[config.mk]
export PLATFORM = sky130hd
export DESIGN_NAME = soundex_phonetic_code
export DESIGN_NICKNAME = d
export VERILOG_FILES = /design/src/hdl/sdx_pkg.sv /design/src/hdl/sdx_front.sv /design/src/hdl/sdx_queue.sv /design/src/hdl/sdx_back.sv /design/src/hdl/soundex_phonetic_code.sv
export SDC_FILE = /design/constraint.sdc
export NUM_CORES = 1
export LEC_CHECK = 0
export BUFFER_PORTS_ARGS = -buffer_cell sky130_fd_sc_hd__buf_2
export CAP_MARGIN = 30
export CORE_UTILIZATION = 58
export CTS_BUF_LIST = sky130_fd_sc_hd__clkbuf_16
export CTS_CLUSTER_DIAMETER = 200
export CTS_CLUSTER_SIZE = 24
export DETAILED_ROUTE_END_ITERATION = 16
export PLACE_DENSITY = 0.77
export SKIP_LAST_GASP = 1
export SYNTH_ARGS = -nofsm -noshare
export SYNTH_HDL_FRONTEND = slang
export SYNTH_SLANG_ARGS = --single-unit
export TNS_END_PERCENT = 100
[constraint.sdc]
create_clock -name clock -period 3.2 [get_ports clock]
set_input_delay 0.16 -clock clock [delete_from_list [all_inputs] [get_ports clock]]
set_output_delay 0.16 -clock clock [all_outputs]
set_load 0.03 [all_outputs]
[src/hdl/sdx_pkg.sv]
`default_nettype none
// ----------------------------------------------------------------------------
// sdx_pkg
// Shared types, character constants and byte classification functions for
// the phonetic coder.
// ----------------------------------------------------------------------------
package sdx_pkg;

   // Character constants.
   localparam logic [7:0] CHAR_LOWER_H = 8'h68;
   localparam logic [7:0] CHAR_LOWER_W = 8'h77;
   localparam logic [7:0] CHAR_DIGIT_0 = 8'h30;
   localparam logic [7:0] CHAR_DIGIT_1 = 8'h31;
   localparam logic [7:0] CHAR_DIGIT_2 = 8'h32;
   localparam logic [7:0] CHAR_DIGIT_3 = 8'h33;
   localparam logic [7:0] CHAR_DIGIT_4 = 8'h34;
   localparam logic [7:0] CHAR_DIGIT_5 = 8'h35;
   localparam logic [7:0] CHAR_DIGIT_6 = 8'h36;
   localparam logic [7:0] CHAR_LOWER_A = 8'h61;
   localparam logic [7:0] CHAR_LOWER_Z = 8'h7a;
   localparam logic [7:0] CHAR_UPPER_Y = 8'h59;
   localparam logic [7:0] CASE_OFFSET  = 8'h20;

   // Number of character fields in a result item.
   localparam int OUT_FIELDS = 4;

   // Depth of the queue between front and back (a power of two).
   localparam int QUEUE_DEPTH = 2;
   localparam int QPTR_W      = $clog2(QUEUE_DEPTH);

   // One input item.
   typedef struct packed {
      logic [7:0] in_char;
      logic       in_last;
   } req_type;

   // One result item.
   typedef struct packed {
      logic [7:0] code_first;
      logic [7:0] code_second;
      logic [7:0] code_third;
      logic [7:0] code_fourth;
   } rsp_type;

   // A classified byte as it travels from front to back.
   typedef struct packed {
      logic       first;
      logic       last;
      logic       drop;
      logic       vowel;
      logic [7:0] symbol;
   } class_type;

   // Upper-case an ASCII letter; every other byte is returned unchanged.
   function automatic logic [7:0] upper_ascii(input logic [7:0] c);
      if ((c >= CHAR_LOWER_A) && (c <= CHAR_LOWER_Z)) begin
         return c - CASE_OFFSET;
      end
      return c;
   endfunction

   // Map consonant groups onto digits; other bytes pass unchanged.
   function automatic logic [7:0] map_symbol(input logic [7:0] c);
      logic [7:0] u;
      u = upper_ascii(c);
      unique case (u) inside
         "B", "F", "P", "V":                     return CHAR_DIGIT_1;
         "C", "G", "J", "K", "Q", "S", "X", "Z": return CHAR_DIGIT_2;
         "D", "T":                               return CHAR_DIGIT_3;
         "L":                                    return CHAR_DIGIT_4;
         "M", "N":                               return CHAR_DIGIT_5;
         "R":                                    return CHAR_DIGIT_6;
         default:                                return c;
      endcase
   endfunction

   // Vowels including y, in either case.
   function automatic logic is_vowel(input logic [7:0] c);
      logic [7:0] u;
      u = upper_ascii(c);
      return (u == "A") || (u == "E") || (u == "I") || (u == "O") ||
             (u == "U") || (u == CHAR_UPPER_Y);
   endfunction

endpackage
`default_nettype wire

[src/hdl/sdx_front.sv]
`default_nettype none
// ----------------------------------------------------------------------------
// sdx_front
// Accepts bytes, tracks word boundaries and classifies each byte before it
// is queued for the back end.
// ----------------------------------------------------------------------------
module sdx_front (
   input  wire logic               clock,
   input  wire logic               reset,
   input  wire logic               req_push,
   input  wire sdx_pkg::req_type   req_data,
   input  wire logic               queue_full,
   output logic                    queue_push,
   output sdx_pkg::class_type      queue_item
);
   import sdx_pkg::*;

   logic word_start_ff;
   logic word_start_in;
   logic accept;

   assign accept     = req_push && !queue_full;
   assign queue_push = accept;

   // The byte after a last byte opens a new word.
   always_comb begin
      word_start_in = word_start_ff;
      if (accept) begin
         word_start_in = req_data.in_last;
      end
   end

   always_ff @(posedge clock) begin
      if (reset) begin
         word_start_ff <= 1'b1;
      end else begin
         word_start_ff <= word_start_in;
      end
   end

   // Classification of the incoming byte.
   always_comb begin
      queue_item.first  = word_start_ff;
      queue_item.last   = req_data.in_last;
      queue_item.drop   = !word_start_ff &&
                          ((req_data.in_char == CHAR_LOWER_H) ||
                           (req_data.in_char == CHAR_LOWER_W));
      queue_item.vowel  = is_vowel(req_data.in_char);
      queue_item.symbol = word_start_ff ? upper_ascii(req_data.in_char)
                                        : map_symbol(req_data.in_char);
   end

endmodule
`default_nettype wire

[src/hdl/sdx_queue.sv]
`default_nettype none
// ----------------------------------------------------------------------------
// sdx_queue
// Short first-in first-out queue of classified bytes between front and back.
// ----------------------------------------------------------------------------
module sdx_queue (
   input  wire logic               clock,
   input  wire logic               reset,
   input  wire logic               push,
   input  wire sdx_pkg::class_type push_item,
   output logic                    full,
   input  wire logic               pop,
   output sdx_pkg::class_type      pop_item,
   output logic                    empty
);
   import sdx_pkg::*;

   localparam int CNT_W = $clog2(QUEUE_DEPTH + 1);

   class_type         entry_ff [QUEUE_DEPTH];
   logic [QPTR_W-1:0] wr_ptr_ff, wr_ptr_in;
   logic [QPTR_W-1:0] rd_ptr_ff, rd_ptr_in;
   logic [CNT_W-1:0]  count_ff, count_in;
   logic              do_push;
   logic              do_pop;

   assign full     = (count_ff == CNT_W'(QUEUE_DEPTH));
   assign empty    = (count_ff == '0);
   assign do_push  = push && !full;
   assign do_pop   = pop && !empty;
   assign pop_item = entry_ff[rd_ptr_ff];

   // Pointers wrap naturally since the depth is a power of two.
   always_comb begin
      wr_ptr_in = do_push ? wr_ptr_ff + 1'b1 : wr_ptr_ff;
      rd_ptr_in = do_pop  ? rd_ptr_ff + 1'b1 : rd_ptr_ff;
      count_in  = count_ff;
      if (do_push && !do_pop) begin
         count_in = count_ff + 1'b1;
      end else if (do_pop && !do_push) begin
         count_in = count_ff - 1'b1;
      end
   end

   always_ff @(posedge clock) begin
      if (reset) begin
         wr_ptr_ff <= '0;
         rd_ptr_ff <= '0;
         count_ff  <= '0;
      end else begin
         wr_ptr_ff <= wr_ptr_in;
         rd_ptr_ff <= rd_ptr_in;
         count_ff  <= count_in;
      end
   end

   // Storage is written only; it needs no reset.
   always_ff @(posedge clock) begin
      if (do_push) begin
         entry_ff[wr_ptr_ff] <= push_item;
      end
   end

endmodule
`default_nettype wire

[src/hdl/sdx_back.sv]
`default_nettype none
// ----------------------------------------------------------------------------
// sdx_back
// Removes repeats and vowels, collects the kept symbols of a word and holds
// the finished code in an output register.
// ----------------------------------------------------------------------------
module sdx_back #(
   parameter int CODE_LENGTH = 4
) (
   input  wire logic               clock,
   input  wire logic               reset,
   input  wire sdx_pkg::class_type queue_item,
   input  wire logic               queue_empty,
   output logic                    queue_pop,
   output logic                    rsp_empty,
   input  wire logic               rsp_pop,
   output sdx_pkg::rsp_type        rsp_data
);
   import sdx_pkg::*;

   localparam int KEEP_DEPTH = CODE_LENGTH - 1;
   localparam int CNT_W      = $clog2(KEEP_DEPTH + 1);

   logic [7:0]       lead_ff, lead_in;
   logic [7:0]       prior_ff, prior_in;
   logic             prior_valid_ff, prior_valid_in;
   logic [CNT_W-1:0] count_ff, count_in;
   logic [7:0]       kept_ff [KEEP_DEPTH];
   logic [7:0]       kept_in [KEEP_DEPTH];
   logic             keep;
   logic             out_valid_ff, out_valid_in;
   rsp_type          out_data_ff, out_data_in;
   logic [7:0]       field [OUT_FIELDS];

   // Take the next item whenever the output register is free or draining.
   assign queue_pop = !queue_empty && (!out_valid_ff || rsp_pop);
   assign rsp_empty = !out_valid_ff;
   assign rsp_data  = out_data_ff;

   // A symbol is kept if it is no repeat or vowel and a slot is free.
   assign keep = queue_pop && !queue_item.first && !queue_item.drop &&
                 (!prior_valid_ff || (queue_item.symbol != prior_ff)) &&
                 !queue_item.vowel && (count_ff < CNT_W'(KEEP_DEPTH));

   // Word state update.
   always_comb begin
      lead_in        = lead_ff;
      prior_in       = prior_ff;
      prior_valid_in = prior_valid_ff;
      count_in       = count_ff;
      if (queue_pop) begin
         if (queue_item.first) begin
            lead_in        = queue_item.symbol;
            prior_in       = '0;
            prior_valid_in = 1'b0;
            count_in       = '0;
         end else if (!queue_item.drop) begin
            prior_in       = queue_item.symbol;
            prior_valid_in = 1'b1;
            if (keep) begin
               count_in = count_ff + 1'b1;
            end
         end
      end
   end

   // The kept symbol lands in the slot that the fill count points at.
   always_comb begin
      for (int k = 0; k < KEEP_DEPTH; k++) begin
         kept_in[k] = (keep && (count_ff == CNT_W'(k))) ? queue_item.symbol
                                                         : kept_ff[k];
      end
   end

   // Code fields from the updated state; padding beyond the kept symbols.
   assign field[0] = lead_in;
   for (genvar j = 1; j < OUT_FIELDS; j++) begin : g_field
      if (j < CODE_LENGTH) begin : g_used
         assign field[j] = (CNT_W'(j - 1) < count_in) ? kept_in[j-1] : CHAR_DIGIT_0;
      end else begin : g_unused
         assign field[j] = 8'h00;
      end
   end

   // Output register: loaded by a last byte, cleared when taken.
   always_comb begin
      out_valid_in = out_valid_ff;
      out_data_in  = out_data_ff;
      if (rsp_pop && out_valid_ff) begin
         out_valid_in = 1'b0;
      end
      if (queue_pop && queue_item.last) begin
         out_valid_in            = 1'b1;
         out_data_in.code_first  = field[0];
         out_data_in.code_second = field[1];
         out_data_in.code_third  = field[2];
         out_data_in.code_fourth = field[3];
      end
   end

   always_ff @(posedge clock) begin
      if (reset) begin
         prior_valid_ff <= 1'b0;
         count_ff       <= '0;
         out_valid_ff   <= 1'b0;
      end else begin
         prior_valid_ff <= prior_valid_in;
         count_ff       <= count_in;
         out_valid_ff   <= out_valid_in;
      end
   end

   // Payload registers carry no reset.
   always_ff @(posedge clock) begin
      lead_ff     <= lead_in;
      prior_ff    <= prior_in;
      out_data_ff <= out_data_in;
      for (int k = 0; k < KEEP_DEPTH; k++) begin
         kept_ff[k] <= kept_in[k];
      end
   end

endmodule
`default_nettype wire

[src/hdl/soundex_phonetic_code.sv]
`default_nettype none
// ----------------------------------------------------------------------------
// soundex_phonetic_code
// Phonetic coder: takes a word one byte per item and gives a four-character
// code when the last byte of the word arrives.
//
//   Channel   Ports                          Moves
//   input     req_push, req_full, req_data   one byte and its last flag
//   result    rsp_empty, rsp_pop, rsp_data   one code per word
//
// One item is taken every cycle while req_full is low. The front classifies a
// byte in the cycle it is offered and registers only the word-start flag, so the
// byte goes straight into the two-entry queue; the back end consumes it at the
// earliest in the cycle after it enters the queue. A last byte passes through the
// queue and the output register before its code appears on the result ports.
// Reset is synchronous and empties the queue and the output register.
// A stalled result fills the queue, after which req_full stays high until
// the result is popped.
// ----------------------------------------------------------------------------
module soundex_phonetic_code #(
   parameter int CODE_LENGTH = 4
) (
   input  wire logic             clock,
   input  wire logic             reset,
   input  wire logic             req_push,
   output logic                  req_full,
   input  wire sdx_pkg::req_type req_data,
   output logic                  rsp_empty,
   input  wire logic             rsp_pop,
   output sdx_pkg::rsp_type      rsp_data
);
   import sdx_pkg::*;

   logic      front_push;
   class_type front_item;
   class_type queue_item;
   logic      queue_empty;
   logic      queue_pop;

   // Front: word tracking and classification.
   sdx_front u_front (
      .clock      (clock),
      .reset      (reset),
      .req_push   (req_push),
      .req_data   (req_data),
      .queue_full (req_full),
      .queue_push (front_push),
      .queue_item (front_item)
   );

   // Queue between front and back.
   sdx_queue u_queue (
      .clock     (clock),
      .reset     (reset),
      .push      (front_push),
      .push_item (front_item),
      .full      (req_full),
      .pop       (queue_pop),
      .pop_item  (queue_item),
      .empty     (queue_empty)
   );

   // Back: repeat and vowel removal, code assembly.
   sdx_back #(
      .CODE_LENGTH (CODE_LENGTH)
   ) u_back (
      .clock       (clock),
      .reset       (reset),
      .queue_item  (queue_item),
      .queue_empty (queue_empty),
      .queue_pop   (queue_pop),
      .rsp_empty   (rsp_empty),
      .rsp_pop     (rsp_pop),
      .rsp_data    (rsp_data)
   );

   // The back end never reads an empty queue.
   a_no_pop_when_empty: assert property (@(posedge clock) disable iff (reset)
      queue_pop |-> !queue_empty)
      else $error("queue popped while empty");

   // The back end never idles while work waits and the output is free.
   a_back_not_idle: assert property (@(posedge clock) disable iff (reset)
      (!queue_empty && rsp_empty) |-> queue_pop)
      else $error("back end idle with work pending");

   // A consumed last byte always produces a visible result.
   a_last_gives_result: assert property (@(posedge clock) disable iff (reset)
      (queue_pop && queue_item.last) |=> !rsp_empty)
      else $error("last byte produced no result");

endmodule
`default_nettype wire
**Yosys cells after proc, flatten, opt, wreduce, memory -nomap -nowiden**

Memory sizes are Yosys's and may differ from the RTL's. A register that Yosys moved wholly into a read port is not among the register bits.
Index checks and enable logic that the tools add are counted.

- Output and inout bits: 34
- Memories: 2
- Memory bits (writable): 48
- Register bits: 57

Memories:

| memory | words | width | rd ports | clocked after memory_dff | wr ports | line | RTL |
|---|---|---|---|---|---|---|---|
| u_back.kept_ff | 3 | 8 | 3 | 0 | 3 | sdx_back.sv:28 | `logic [7:0] kept_ff [KEEP_DEPTH];` |
| u_queue.entry_ff | 2 | 12 | 1 | 1 | 1 | sdx_queue.sv:20 | `class_type entry_ff [QUEUE_DEPTH];` |

- Mux-type cells: 25
- Reduce and logical (&&, ||, !) cells: 45
- $add $sub $neg: 6
- Order comparisons: 6
- Equality and inequality tests: 31

Operators with widths:

| operator | number |
|---|---|
| 8-bit by 7-bit equality test with 1-bit output, second input constant | 26 |
| 8-bit two-way mux | 9 |
| 8-bit one-hot mux with 6 select lines | 1 |
| 1-bit logical AND | 18 |
| 2-bit two-way mux | 6 |
| 1-bit logical NOT | 10 |
| 1-bit two-way mux | 9 |
| 8-bit by 7-bit greater-or-equal comparator with 1-bit output, second input constant | 1 |
| 8-bit by 7-bit less-or-equal comparator with 1-bit output, second input constant | 1 |
| 1-bit logical OR | 8 |
| 8-bit inequality test | 1 |
| 8-bit OR reduction | 1 |
| 8-bit by 6-bit subtractor with 8-bit output, second input constant | 1 |
| 2-bit by 1-bit adder with 2-bit output, second input constant | 2 |
| 2-bit equality test, second input constant | 2 |
| 2-bit logical NOT | 2 |
| 1-bit by 2-bit < comparator with 1-bit output, first input constant | 2 |
| 2-bit nonzero test | 2 |
| 2-bit OR reduction | 2 |
| 4-bit OR reduction | 1 |
| 1-bit adder, second input constant | 2 |
| 2-bit by 1-bit equality test with 1-bit output, second input constant | 1 |
| 2-bit < comparator, first input constant | 1 |
| 2-bit < comparator, second input constant | 1 |
| 3 further kinds | 3 |

**Longest topological paths before layout**

- Depth after elaboration: 13
- Depth in mapped cells: 9
- Depth with buffers taken out: 7

**Cells and area by module**

Synthesis repeated with hierarchy kept, for this count alone.

- Cells, all modules: 349
- Area, all modules: 4510.6 um^2

By module, submodules not included:

| module | cells an instance | seq. area each (um^2) | instances | area an instance (um^2) |
|---|---|---|---|---|
| sdx_back | 209 | 1921.8 | 1 | 2895.3 |
| sdx_queue | 62 | 820.8 | 1 | 1078.5 |
| sdx_front | 78 | 20.0 | 1 | 536.8 |

**Worst setup path before layout**

OpenSTA, ideal clock, no wires.

- Path kind: register to register
- Start point: register (tool-made name)
- End point: register u_back.out_data_ff, in the netlist u_back.rsp_data[21], data pin
- Buffers on the path: 3
- Setup slack: 0.546 ns
- Arrival: 2.395 ns
- Period minus slack after synthesis: 2.654 ns
- Cell stages (with the launch flop): 9
- Path through: dfxtp_1 buf_6 buf_12 mux2_4 or4_4 a311oi_2 buf_6 mux2_4 or2_1

RTL lines:

| what | line | RTL |
|---|---|---|
| to (signal assigned) | sdx_back.sv:117 | `out_data_ff <= out_data_in;` |
| to (decl) | sdx_back.sv:32 | `rsp_type out_data_ff, out_data_in;` |

==> metrics.txt <==
status finished clean; slowest cell delay on critical path 590 ps; critical path peak fanout 10; met1 Use GR about a quarter; setup_tns 0 ps; Ys Warns 0; VDD IR max ~0.50 mV; # diodes 0; Max Root-Sink Buffers 2; area grow syn2layout 14.6%; residual DRC count 0; Power Density approximately 900 nW/um2; area share of the largest cell type after synthesis between 40% and 50%; Synth Area in Compound Gates 13.1%; setup violators final 0; Synth Area in Simple Gates 10.5%; post-CTS setup buffers 0; Final Hold Viols 0; share of layout cells above drive strength 1 about a quarter; Filler cells 539; Critical Path, Cell by Cell mux2_4 -> or4_4 -> a311oi_2 -> mux2_2 -> or2_1; routed length per instance 15.8 um; GRT Overall Usage 22.0%; largest area contributor in the netlist edfxtp_1; Row Count 31; mapped cell area ~4500 um2; Worst Clk Skew between 6 and 7 ps; Synth Area in Adders 1.88%; Placer Congestion roughly 0.84; crit path max-delay cell type dfxtp_1; mux cell area share after synthesis around 7.2%; RSZ-0062 raised after global routing no; Mean Syn Cell Area approximately 12 um2; Post-Place Cell Area between 4000 and 5000 um2; IO Pins 47; Die X around 90 um; DRT Wirelength between 8 and 9 mm; DR vias between 2000 and 3000; antenna viol nets, final 0; WS Path Type register to register; Static Leak approximately 0.0019 uW; Num CTS Buffers 9; CP delay by family, top simple AND/OR/NAND/NOR gates; HP Class input port to register; Sw Ratio a little over a third; first-pass GRT wire length 13.9 mm; Die Ht roughly 90 um; Synth Instances 365; Initial Utilization approximately 60%; Worst setup SP type register; crit path DAT 2870 ps; Clock Latency Late Sink roughly 340 ps; Async S/R FF share, synth 0%; ys flop type edfxtp_1; CP required roughly 3300 ps; GRT Residual Overflow 0; First-pass DRT Iterations 4; met3 Resource Use GR under 10%; number of synthesized flops with an enable pin 64; grt peak-use layer met2; cts-stage hold buffer count 0; Relative slew margins about a third; Synth Register Bits roughly 110; Sw Pwr ~1600 uW; Setup crit end kind register; initial antenna violation count 0; Core ar. 7410 um2; Die Area between 8000 and 9000 um2; largest net degree at the start of global routing 24; cts repair resizes 0; number of global-route vias before repair 2872; sequential power share between 40% and 50%; distinct cell type count of the synthesized netlist 52; crit share post-route slightly below 90%; Mapped Nets roughly 380; DR vias/cell ~5.7; crit path time final 2780 ps; f_max approximately 360 MHz; Initial DRC Count around 180; Sink Count approximately 110; HPWL Detailed between 5 and 6 mm; sequential-to-total area share from yosys stat between 60% and 70%; largest family of logic cells by synthesized area compound AO/OA/AOI/OAI gates; Least-Margin Pin Slew ~1000 ps; Final Instance Area 5190 um2; clock power share between 20 and 25%; max cap viols 0; xor/xnor share of the synthesized area a little over 3%; # nets final between 400 and 500; met2 usage about two fifths; clk root buf clkbuf_16; clock-pin slew on the worst setup and hold paths around 70 ps; fin. max-slew vios 0; TritonCTS clock tree yes; logic gate share of total power about a third; Pint about 3100 uW; most area-consuming cells after synthesis edfxtp_1 (42%), dfxtp_1 (19%), a21oi_1 (3.2%), nor2_1 (2.8%), a211oi_1 (2.3%); H-tree levels 3; # port buffers 46; worst hold slack 33.6 ps; Buf/Inv on CP 0
-- metal layers --
layer	vias up	wire, um	part of all wire [%]
li1	1452	-	-
met1	1411	3400	41
met2	117	4270	52
met3	10	457	5.5
met4	0	154	1.9
met5	-	0	0
-- through the flow --
step,power (uW),utilization (%),setup slack [ps],std cells
2_1_floorplan,3250,-,546,365
3_3_place_gp,3610,66.1,520,507
3_5_place_dp,3670,66.1,482,507
4_1_cts,4740,70.1,424,523
5_1_grt,4950,70.1,251,523
6_report,4710,70.1,423,523
-- cell usage in the layout (no fill, tap or decap), types with 3 or more instances in the layout --
| master | instances |
|---|---|
| inv_1 | 13 |
| and2_1 | 3 |
| nand2b_1 | 5 |
| ha_1 | 6 |
| xor2_1 | 6 |
| mux2_4 | 3 |
| xnor2_1 | 10 |
| mux2i_2 | 5 |
| dfxtp_1 | 42 |
| or2_1 | 4 |
| clkbuf_16 | 10 |
| buf_4 | 12 |
| a21oi_1 | 29 |
| mux2i_1 | 3 |
| nor3_1 | 8 |
| o2bb2ai_1 | 7 |
| a211oi_1 | 14 |
| buf_2 | 46 |
| nand2_1 | 25 |
| edfxtp_1 | 64 |
| a31oi_1 | 7 |
| mux2_2 | 8 |
| o21ai_0 | 15 |
| nor2b_1 | 3 |
| nor2_1 | 33 |
| mux2i_4 | 4 |
-- final cells by class --
type                       count  area, um2  area share (%)
clock buffer                  10        250            4.82
clock inverter                 6       48.8           0.939
inverter                      12       45.0           0.867
multi-input combinational    231       1620            31.3
sequential                   106       2760            53.2
tap                           99        124            2.38
timing repair buffer          59        340            6.55
-- power by group through the flow --
stage	registers (uW)	logic, uW	clock network [uW]
3_5_place_dp	2120	1560	0
5_1_grt	2130	1690	1140
6_report	2090	1550	1080
3_3_place_gp	2100	1510	0
4_1_cts	2090	1560	1090
2_1_floorplan	2260	988	0
-- worst paths after layout --
path	startpoint	to	slack (ps)	cells after the start
min	req_data[0]	u_queue.entry_ff[0][10]	30	1
max reg2reg	register	u_back.rsp_data[4]	420	5
max	register	u_back.rsp_data[4]	420	5
min reg2reg	u_back.lead_ff[5]	u_back.lead_ff[5]	450	2
-- registers in the layout, summed over array words and instances (netlist names), named ones only --
name / count
u_back.rsp_data: 32
u_back.kept_ff: 24
u_queue.entry_ff: 24
u_back.lead_ff: 8
u_back.prior_ff: 8
u_back.count_ff: 2
u_queue.count_ff: 2
u_back.out_valid_ff: 1
u_back.prior_valid_ff: 1
u_front.word_start_ff: 1
u_queue.rd_ptr_ff: 1
u_queue.wr_ptr_ff: 1
-- cells by family after synthesis --
logic type / after synthesis
multiplexers: 23
buffers and inverters: 28
flip-flops: 106
adder cells (fa/ha/maj): 7
XOR/XNOR: 16
AND/OR/NAND/NOR: 96
AO/OA/AOI/OAI: 89
-- cell usage after synthesis, types with 2 or more instances --
library cell / n
o21ai_0: 15
o2bb2ai_1: 7
nor2b_1: 3
dfxtp_1: 42
mux2i_1: 3
buf_6: 3
edfxtp_1: 64
mux2i_2: 5
o21a_1: 2
xor2_1: 6
a311oi_2: 2
a31oi_1: 7
mux2i_4: 4
nand2_1: 25
o22ai_1: 2
mux2_2: 8
mux2_4: 3
a22oi_1: 2
a2bb2oi_1: 2
and2_1: 3
buf_2: 3
ha_1: 6
nand2b_1: 5
inv_1: 12
nand3_1: 2
nor3_1: 8
xnor2_1: 10
a21oi_1: 29
clkbuf_1: 9
a211oi_1: 14
and3_1: 2
nor2_1: 34
or2_1: 4
Note: power is estimated with default switching activity, not from simulation.
